`config.mk`:
```
export PLATFORM = sky130hd
export DESIGN_NAME = bresenham_line_generator_unit
export DESIGN_NICKNAME = d
export VERILOG_FILES = /design/src/rtl/core/blgu_pkg.sv /design/src/rtl/core/blgu_in_reg.sv /design/src/rtl/core/blgu_core.sv /design/src/rtl/core/blgu_out_reg.sv /design/src/rtl/core/bresenham_line_generator_unit.sv
export SDC_FILE = /design/constraint.sdc
export NUM_CORES = 1
export LEC_CHECK = 0
export ABC_AREA = 1
export BUFFER_PORTS_ARGS = -buffer_cell sky130_fd_sc_hd__buf_4
export CORE_MARGIN = 2
export CORE_UTILIZATION = 30
export CTS_CLUSTER_DIAMETER = 200
export CTS_CLUSTER_SIZE = 28
export DETAILED_ROUTE_END_ITERATION = 10
export GPL_TIMING_DRIVEN = 0
export PLACE_DENSITY = 0.44
export SLEW_MARGIN = 20
export SYNTH_ARGS = -nofsm -noshare
export SYNTH_HDL_FRONTEND = slang
export SYNTH_SLANG_ARGS = --single-unit
```
`constraint.sdc`:
```
create_clock -name clk_i -period 10.2 [get_ports clk_i]
set_clock_uncertainty 0.2 [all_clocks]
set_input_delay 2.04 -clock clk_i [delete_from_list [all_inputs] [get_ports clk_i]]
set_output_delay 2.04 -clock clk_i [all_outputs]
set_load 0.1 [all_outputs]
```
`src/rtl/core/blgu_pkg.sv`:
```
// Shared types and constants of the line generator.
package blgu_pkg;

  // Coordinate width of both axes.
  localparam int unsigned COORD_BITS = 10;
  // Decision term width: holds 2*minor - 2*major and 2*minor with sign.
  localparam int unsigned DEC_BITS = COORD_BITS + 3;

  typedef logic [COORD_BITS-1:0] coord_t;
  typedef logic signed [DEC_BITS-1:0] dec_t;

  // Item kinds.
  typedef enum logic {
    KIND_START   = 1'b0,
    KIND_ADVANCE = 1'b1
  } kind_e;

  // Input beat.
  typedef struct packed {
    kind_e  kind;
    coord_t start_x;
    coord_t start_y;
    coord_t end_x;
    coord_t end_y;
  } blgu_in_t;

  // Output beat.
  typedef struct packed {
    coord_t pixel_x;
    coord_t pixel_y;
    logic   last_pixel;
    logic   idle;
  } blgu_out_t;

  // Move a coordinate one step down or up, wrapping.
  function automatic coord_t move_coord(coord_t c, logic neg);
    move_coord = neg ? coord_t'(c - coord_t'(1)) : coord_t'(c + coord_t'(1));
  endfunction

endpackage

```
`src/rtl/core/blgu_in_reg.sv`:
```
// Input register stage of the line generator.
module blgu_in_reg (
  input  logic            clk_i,
  input  logic            rst_ni,
  input  logic            in_valid_i,
  output logic            in_stall_o,
  input  blgu_pkg::blgu_in_t in_data_i,
  input  logic            out_free_i,
  output logic            step_en_o,
  output blgu_pkg::blgu_in_t item_o
);

  logic               valid_q, valid_d;
  blgu_pkg::blgu_in_t data_q;
  logic               in_ready;
  logic               in_fire;

  // Held beat moves on when the result register can take it.
  assign step_en_o  = valid_q & out_free_i;
  assign in_ready   = ~valid_q | step_en_o;
  assign in_stall_o = ~in_ready;
  assign in_fire    = in_valid_i & in_ready;
  assign valid_d    = in_fire | (valid_q & ~step_en_o);
  assign item_o     = data_q;

  always_ff @(posedge clk_i or negedge rst_ni) begin
    if (!rst_ni) begin
      valid_q <= 1'b0;
    end else begin
      valid_q <= valid_d;
    end
  end

  // Payload needs no reset.
  always_ff @(posedge clk_i) begin
    if (in_fire) begin
      data_q <= in_data_i;
    end
  end

endmodule

```
`src/rtl/core/blgu_core.sv`:
```
// Line state and single-step Bresenham update.
module blgu_core (
  input  logic                clk_i,
  input  logic                rst_ni,
  input  logic                step_en_i,
  input  blgu_pkg::blgu_in_t  item_i,
  output blgu_pkg::blgu_out_t result_o
);

  localparam int unsigned D = blgu_pkg::DEC_BITS;

  blgu_pkg::coord_t cur_x_q, cur_x_d, cur_y_q, cur_y_d;
  blgu_pkg::dec_t   dec_q, dec_d;
  blgu_pkg::coord_t steps_q, steps_d;
  blgu_pkg::coord_t maj_q, maj_d, min_q, min_d;
  logic             neg_x_q, neg_x_d, neg_y_q, neg_y_d;
  logic             y_major_q, y_major_d;
  logic             busy_q, busy_d;

  blgu_pkg::coord_t dx, dy, s_maj, s_min;
  logic             s_neg_x, s_neg_y, s_y_major;
  logic             minor_step;
  logic             last, idle;

  // Setup of a new line from its endpoints.
  always_comb begin
    s_neg_x   = item_i.end_x < item_i.start_x;
    s_neg_y   = item_i.end_y < item_i.start_y;
    dx        = s_neg_x ? blgu_pkg::coord_t'(item_i.start_x - item_i.end_x)
                        : blgu_pkg::coord_t'(item_i.end_x - item_i.start_x);
    dy        = s_neg_y ? blgu_pkg::coord_t'(item_i.start_y - item_i.end_y)
                        : blgu_pkg::coord_t'(item_i.end_y - item_i.start_y);
    s_y_major = dy > dx;
    s_maj     = s_y_major ? dy : dx;
    s_min     = s_y_major ? dx : dy;
  end

  // Next state and result.
  always_comb begin
    cur_x_d    = cur_x_q;
    cur_y_d    = cur_y_q;
    dec_d      = dec_q;
    steps_d    = steps_q;
    maj_d      = maj_q;
    min_d      = min_q;
    neg_x_d    = neg_x_q;
    neg_y_d    = neg_y_q;
    y_major_d  = y_major_q;
    busy_d     = busy_q;
    last       = 1'b0;
    idle       = 1'b0;
    minor_step = ~dec_q[D-1];
    if (item_i.kind == blgu_pkg::KIND_START) begin
      cur_x_d   = item_i.start_x;
      cur_y_d   = item_i.start_y;
      neg_x_d   = s_neg_x;
      neg_y_d   = s_neg_y;
      y_major_d = s_y_major;
      maj_d     = s_maj;
      min_d     = s_min;
      steps_d   = s_maj;
      dec_d     = blgu_pkg::dec_t'({2'b00, s_min, 1'b0}) - blgu_pkg::dec_t'({3'b000, s_maj});
      busy_d    = s_maj != '0;
      last      = s_maj == '0;
    end else if (!busy_q) begin
      // Advance with no line: repeat the pixel.
      idle = 1'b1;
    end else begin
      // Major axis always moves; minor axis on a non-negative term.
      if (y_major_q) begin
        cur_y_d = blgu_pkg::move_coord(cur_y_q, neg_y_q);
        if (minor_step) begin
          cur_x_d = blgu_pkg::move_coord(cur_x_q, neg_x_q);
        end
      end else begin
        cur_x_d = blgu_pkg::move_coord(cur_x_q, neg_x_q);
        if (minor_step) begin
          cur_y_d = blgu_pkg::move_coord(cur_y_q, neg_y_q);
        end
      end
      if (minor_step) begin
        dec_d = dec_q + blgu_pkg::dec_t'({2'b00, min_q, 1'b0})
                      - blgu_pkg::dec_t'({2'b00, maj_q, 1'b0});
      end else begin
        dec_d = dec_q + blgu_pkg::dec_t'({2'b00, min_q, 1'b0});
      end
      steps_d = blgu_pkg::coord_t'(steps_q - blgu_pkg::coord_t'(1));
      last    = steps_q == blgu_pkg::coord_t'(1);
      busy_d  = ~last;
    end
  end

  assign result_o.pixel_x    = cur_x_d;
  assign result_o.pixel_y    = cur_y_d;
  assign result_o.last_pixel = last;
  assign result_o.idle       = idle;

  // Line state, updated once per processed beat.
  always_ff @(posedge clk_i or negedge rst_ni) begin
    if (!rst_ni) begin
      cur_x_q   <= '0;
      cur_y_q   <= '0;
      dec_q     <= '0;
      steps_q   <= '0;
      maj_q     <= '0;
      min_q     <= '0;
      neg_x_q   <= 1'b0;
      neg_y_q   <= 1'b0;
      y_major_q <= 1'b0;
      busy_q    <= 1'b0;
    end else if (step_en_i) begin
      cur_x_q   <= cur_x_d;
      cur_y_q   <= cur_y_d;
      dec_q     <= dec_d;
      steps_q   <= steps_d;
      maj_q     <= maj_d;
      min_q     <= min_d;
      neg_x_q   <= neg_x_d;
      neg_y_q   <= neg_y_d;
      y_major_q <= y_major_d;
      busy_q    <= busy_d;
    end
  end

endmodule

```
`src/rtl/core/blgu_out_reg.sv`:
```
// Result register of the line generator.
module blgu_out_reg (
  input  logic                clk_i,
  input  logic                rst_ni,
  input  logic                load_i,
  input  blgu_pkg::blgu_out_t result_i,
  output logic                free_o,
  output logic                out_valid_o,
  input  logic                out_stall_i,
  output blgu_pkg::blgu_out_t out_data_o
);

  logic                valid_q, valid_d;
  blgu_pkg::blgu_out_t data_q;

  // Takes a new result when empty or when the held beat leaves.
  assign free_o      = ~valid_q | ~out_stall_i;
  assign valid_d     = load_i | (valid_q & out_stall_i);
  assign out_valid_o = valid_q;
  assign out_data_o  = data_q;

  always_ff @(posedge clk_i or negedge rst_ni) begin
    if (!rst_ni) begin
      valid_q <= 1'b0;
    end else begin
      valid_q <= valid_d;
    end
  end

  always_ff @(posedge clk_i) begin
    if (load_i) begin
      data_q <= result_i;
    end
  end

endmodule

```
`src/rtl/core/bresenham_line_generator_unit.sv`:
```
// Bresenham line generator, all octants, one pixel per accepted beat.
// A start beat loads two endpoints and returns the first pixel; each advance
// beat returns the next pixel, and the final endpoint is flagged last. An
// advance with no line in progress repeats the last pixel with idle set.
// Throughput is one beat per clock while the output is not stalled, as the
// line state (cur position, decision term, step count) steps once per beat;
// a result passes the input register and then the result register.
// While a result waits stalled in the output register, the input register
// takes one more beat and then the input stalls.
module bresenham_line_generator_unit (
  input  logic                clk_i,
  input  logic                rst_ni,
  input  logic                in_valid_i,
  output logic                in_stall_o,
  input  blgu_pkg::blgu_in_t  in_data_i,
  output logic                out_valid_o,
  input  logic                out_stall_i,
  output blgu_pkg::blgu_out_t out_data_o
);

  logic                out_free;
  logic                step_en;
  blgu_pkg::blgu_in_t  item;
  blgu_pkg::blgu_out_t result;

  // Input register.
  blgu_in_reg u_in_reg (
    .clk_i      (clk_i),
    .rst_ni     (rst_ni),
    .in_valid_i (in_valid_i),
    .in_stall_o (in_stall_o),
    .in_data_i  (in_data_i),
    .out_free_i (out_free),
    .step_en_o  (step_en),
    .item_o     (item)
  );

  // Line state and step logic.
  blgu_core u_core (
    .clk_i     (clk_i),
    .rst_ni    (rst_ni),
    .step_en_i (step_en),
    .item_i    (item),
    .result_o  (result)
  );

  // Result register.
  blgu_out_reg u_out_reg (
    .clk_i       (clk_i),
    .rst_ni      (rst_ni),
    .load_i      (step_en),
    .result_i    (result),
    .free_o      (out_free),
    .out_valid_o (out_valid_o),
    .out_stall_i (out_stall_i),
    .out_data_o  (out_data_o)
  );

endmodule

```
==> results.py <==
metrics = {
    "status": {
        "status": "complete, no violations",
    },
    "timing": {
        "min_period_ns": 6.16,
        "max_freq_mhz": 162,
        "timing.final.max_slew_violations": 0,
        "setup_tns_ns": 0,
        "fin_crit_sh": 0.604,
        "setup_viol": 0,
        "hold_violations": 0,
        "worst_pin_slew_ns": 0.985,
        "holdWs_ns": 0.297,
        "maxSlewHeadroom": 0.343,
        "rsz0062_at_grt": "false",
    },
    "worst_setup_path": {
        "cp_slowest_stage_delay_ns": 0.51,
        "r2r_cells": 35,
        "cp.arrival_ns": 6.33,
        "critical-path-top-delay-family": "simple AND/OR/NAND/NOR gates",
        "rr_startpoint": "u_in_reg.item_o[20]",
        "cp_max_fo": 10,
        "rr_endpoint": "u_core.dec_q[8]",
        "cp.required_ns": 10.37,
        "crit_path_top_delay_cell": "o21ai_0",
        "r2r_slack_ns": 4.04,
        "cp-start-kind": "flip-flop",
        "setup.worst_path.end_class": "flip-flop",
        "path_class": "flip-flop to flip-flop",
        "crit_top_cell": "nand2_1",
        "cp_num_buf_inv": 8,
    },
    "synthesis": {
        "yosysTopAreaCell": "edfxtp_1",
        "syn_nets": 1509,
        "synth.most_common_cell": "nand2_1",
        "ys.flop_type": "dfrtp_1",
        "yosys-top-cells-count": "nand2_1 (397), inv_1 (191), o21ai_0 (109)",
        "synth-edff-count": 63,
        "synth_cell_type_count": 47,
        "async_reset_ff_frac": 0.519,
        "ys_top_cells_by_area": "edfxtp_1 (19%), dfrtp_1 (17%), nand2_1 (15%), ha_1 (11%), inv_1 (7.1%)",
        "syn_area_sq_um": 10100,
        "avgSynthCellArea_sq_um": 7.43,
        "seq_area_frac_synth": 0.355,
        "synth-warning-count": 0,
        "netlist_instances": 1362,
        "ys_ff_latch": 131,
        "yosys.area.top_type_share": 0.187,
    },
    "clock_tree": {
        "clock_path_buffers": 2,
        "post_cts_buffers": 0,
        "root_buffer": "clkbuf_16",
        "htree_levels": 4,
        "clkSlewWorstSetupHoldPaths_ns": 0.07,
        "cts.hold.buffers_added": 0,
        "cts_made_buffers": 17,
        "cts.sinks": 131,
        "cts_tree": "done",
        "worstSkewPairLatency_ns": 0.45,
        "ctsResizeCount": 0,
    },
    "route": {
        "drt_iter0_markers": 472,
        "vias_per_cell": 4.68,
        "drc": 0,
        "wl_per_cell_um": 16.0,
        "drt-total-wl_mm": 30.6,
        "vias": 8947,
        "drt_pass1_iterations": 5,
        "ant_nets": 0,
    },
    "floorplan": {
        "fp.dieH_um": 188,
        "coreArea_sq_um": 33400,
        "initial_core_util": 0.303,
        "rows": 67,
        "die-area_sq_um": 35200,
        "ios": 69,
        "die_w_um": 188,
    },
    "grt": {
        "grt_pass1_vias": 8968,
        "antenna_found_initial": 1,
        "grt_max_degree": 69,
        "gr-total-overflow": 0,
        "grt_pass1_wl_mm": 49.2,
        "grt_use_total": 0.182,
    },
    "finish": {
        "antenna_cells": 0,
        "nets": 1598,
        "final_cell_count_no_fill": 1912,
        "fin_area_sq_um": 11900,
        "area_growth_pct": 17.1,
        "drive_gt1_frac": 0.102,
    },
    "pwr": {
        "power_leakage_nw": 5.92,
        "p_per_area_nw_per_um2": 337,
        "peakVddDrop_uv": 150,
    },
    "placed_design": {
        "portBuffers": 68,
        "gp_congestion": 0.858,
        "dpl.hpwl_mm": 24.1,
        "dp.cells": 1880,
        "dpl_cell_area_sq_um": 11200,
    },
    "worst_hold_path": {
        "hp-class": "flip-flop to flip-flop",
        "hold_path_depth": 2,
        "whs_endpoint": "u_core.maj_q[0]",
        "hold_start": "u_core.maj_q[0]",
    },
    "flow_run": {
        "timing.max_cap.violations": 0,
    },
}
routing by layer:
metal	wire [um]	vias to the layer above	GRT usage
met3	869	35	0.0266
met5	0	-	0
met1	14400	4157	0.236
met4	941	0	0.0690
met2	14400	120	0.305
li1	-	4635	-
state kept, by name, indices dropped and copies added (netlist names):
signal and cells:
u_core.min_q 10, u_core.steps_q 10, u_core.neg_x_q 1, u_core.neg_y_q 1, u_core.y_major_q 1, u_in_reg.item_o 41, u_core.dec_q 12, u_out_reg.out_valid_o 1
u_core.cur_x_q 10, u_core.cur_y_q 10, u_core.maj_q 10, u_core.busy_q 1, u_out_reg.out_data_o 22, u_in_reg.valid_q 1
metrics by stage:
step                 util  power (mW)  setup slack [ns]
floorplan               -        2.72              4.53
global placement    0.336        3.35              4.08
detailed placement  0.337        3.36              4.01
CTS                 0.355        4.03              3.99
global route        0.355        4.43              3.58
finish              0.355        3.99              4.04
tightest hold or removal path: stages (launching register included):
cell     delay [ns]
dfrtp_1        0.36
nand2_1        0.06
nand2_1        0.05
cells by family after synthesis:
group	after synthesis	share of synthesized area
multiplexers	2	0.00198
AO/OA/AOI/OAI	259	0.138
AND/OR/NAND/NOR	591	0.243
flip-flops	131	0.355
buffers and inverters	233	0.0912
XOR/XNOR	44	0.0381
adder cells (fa/ha/maj)	102	0.133
power breakdown:
part	internal [mW]	leakage (nW)	switching, mW
Sequential	0.713	1.43	0.112
Combinational	0.886	4.19	1.64
Clock	0.374	0.304	0.268
how the worst max path moves through the flow:
stage                         from               to  slack (ns)  depth (start not counted)
2_1_floorplan          out_stall_i       in_stall_o        4.53                          2
3_3_place_gp   u_in_reg.item_o[20]  u_core.dec_q[8]        4.08                         35
3_5_place_dp   u_in_reg.item_o[20]  u_core.dec_q[8]        4.01                         35
4_1_cts        u_in_reg.item_o[20]  u_core.dec_q[8]        3.99                         35
5_1_grt        u_in_reg.item_o[20]  u_core.dec_q[9]        3.58                         33
6_report       u_in_reg.item_o[20]  u_core.dec_q[8]        4.04                         35
placed cells by master (no fill, tap or decap), types with 4 or more instances in the layout:
cell,instances
o21bai_1,7
buf_4,69
nor3_1,10
edfxtp_1,63
nor2_2,5
or2_2,5
ha_1,93
o211ai_1,4
a22oi_1,6
buf_6,5
nand4_1,15
nand3_1,70
inv_1,190
xnor2_1,13
o21ai_0,109
clkbuf_1,24
clkbuf_16,21
dfrtp_1,68
o21ai_1,5
nand2_2,13
buf_2,5
nand2_1,397
fa_1,9
a31oi_1,5
nor2_1,67
inv_2,4
a21oi_1,105
xor2_1,31
layout make-up:
class / count / area [sq um]
buffer: 37 / 189
clock inverter: 10 / 80.1
sequential: 131 / 3590
clock buffer: 22 / 529
inverter: 196 / 736
fill: 3654 / 21500
timing repair buffer: 70 / 558
tap: 448 / 561
multi-input combinational: 998 / 5610
Power figures use the tool's default switching activity.
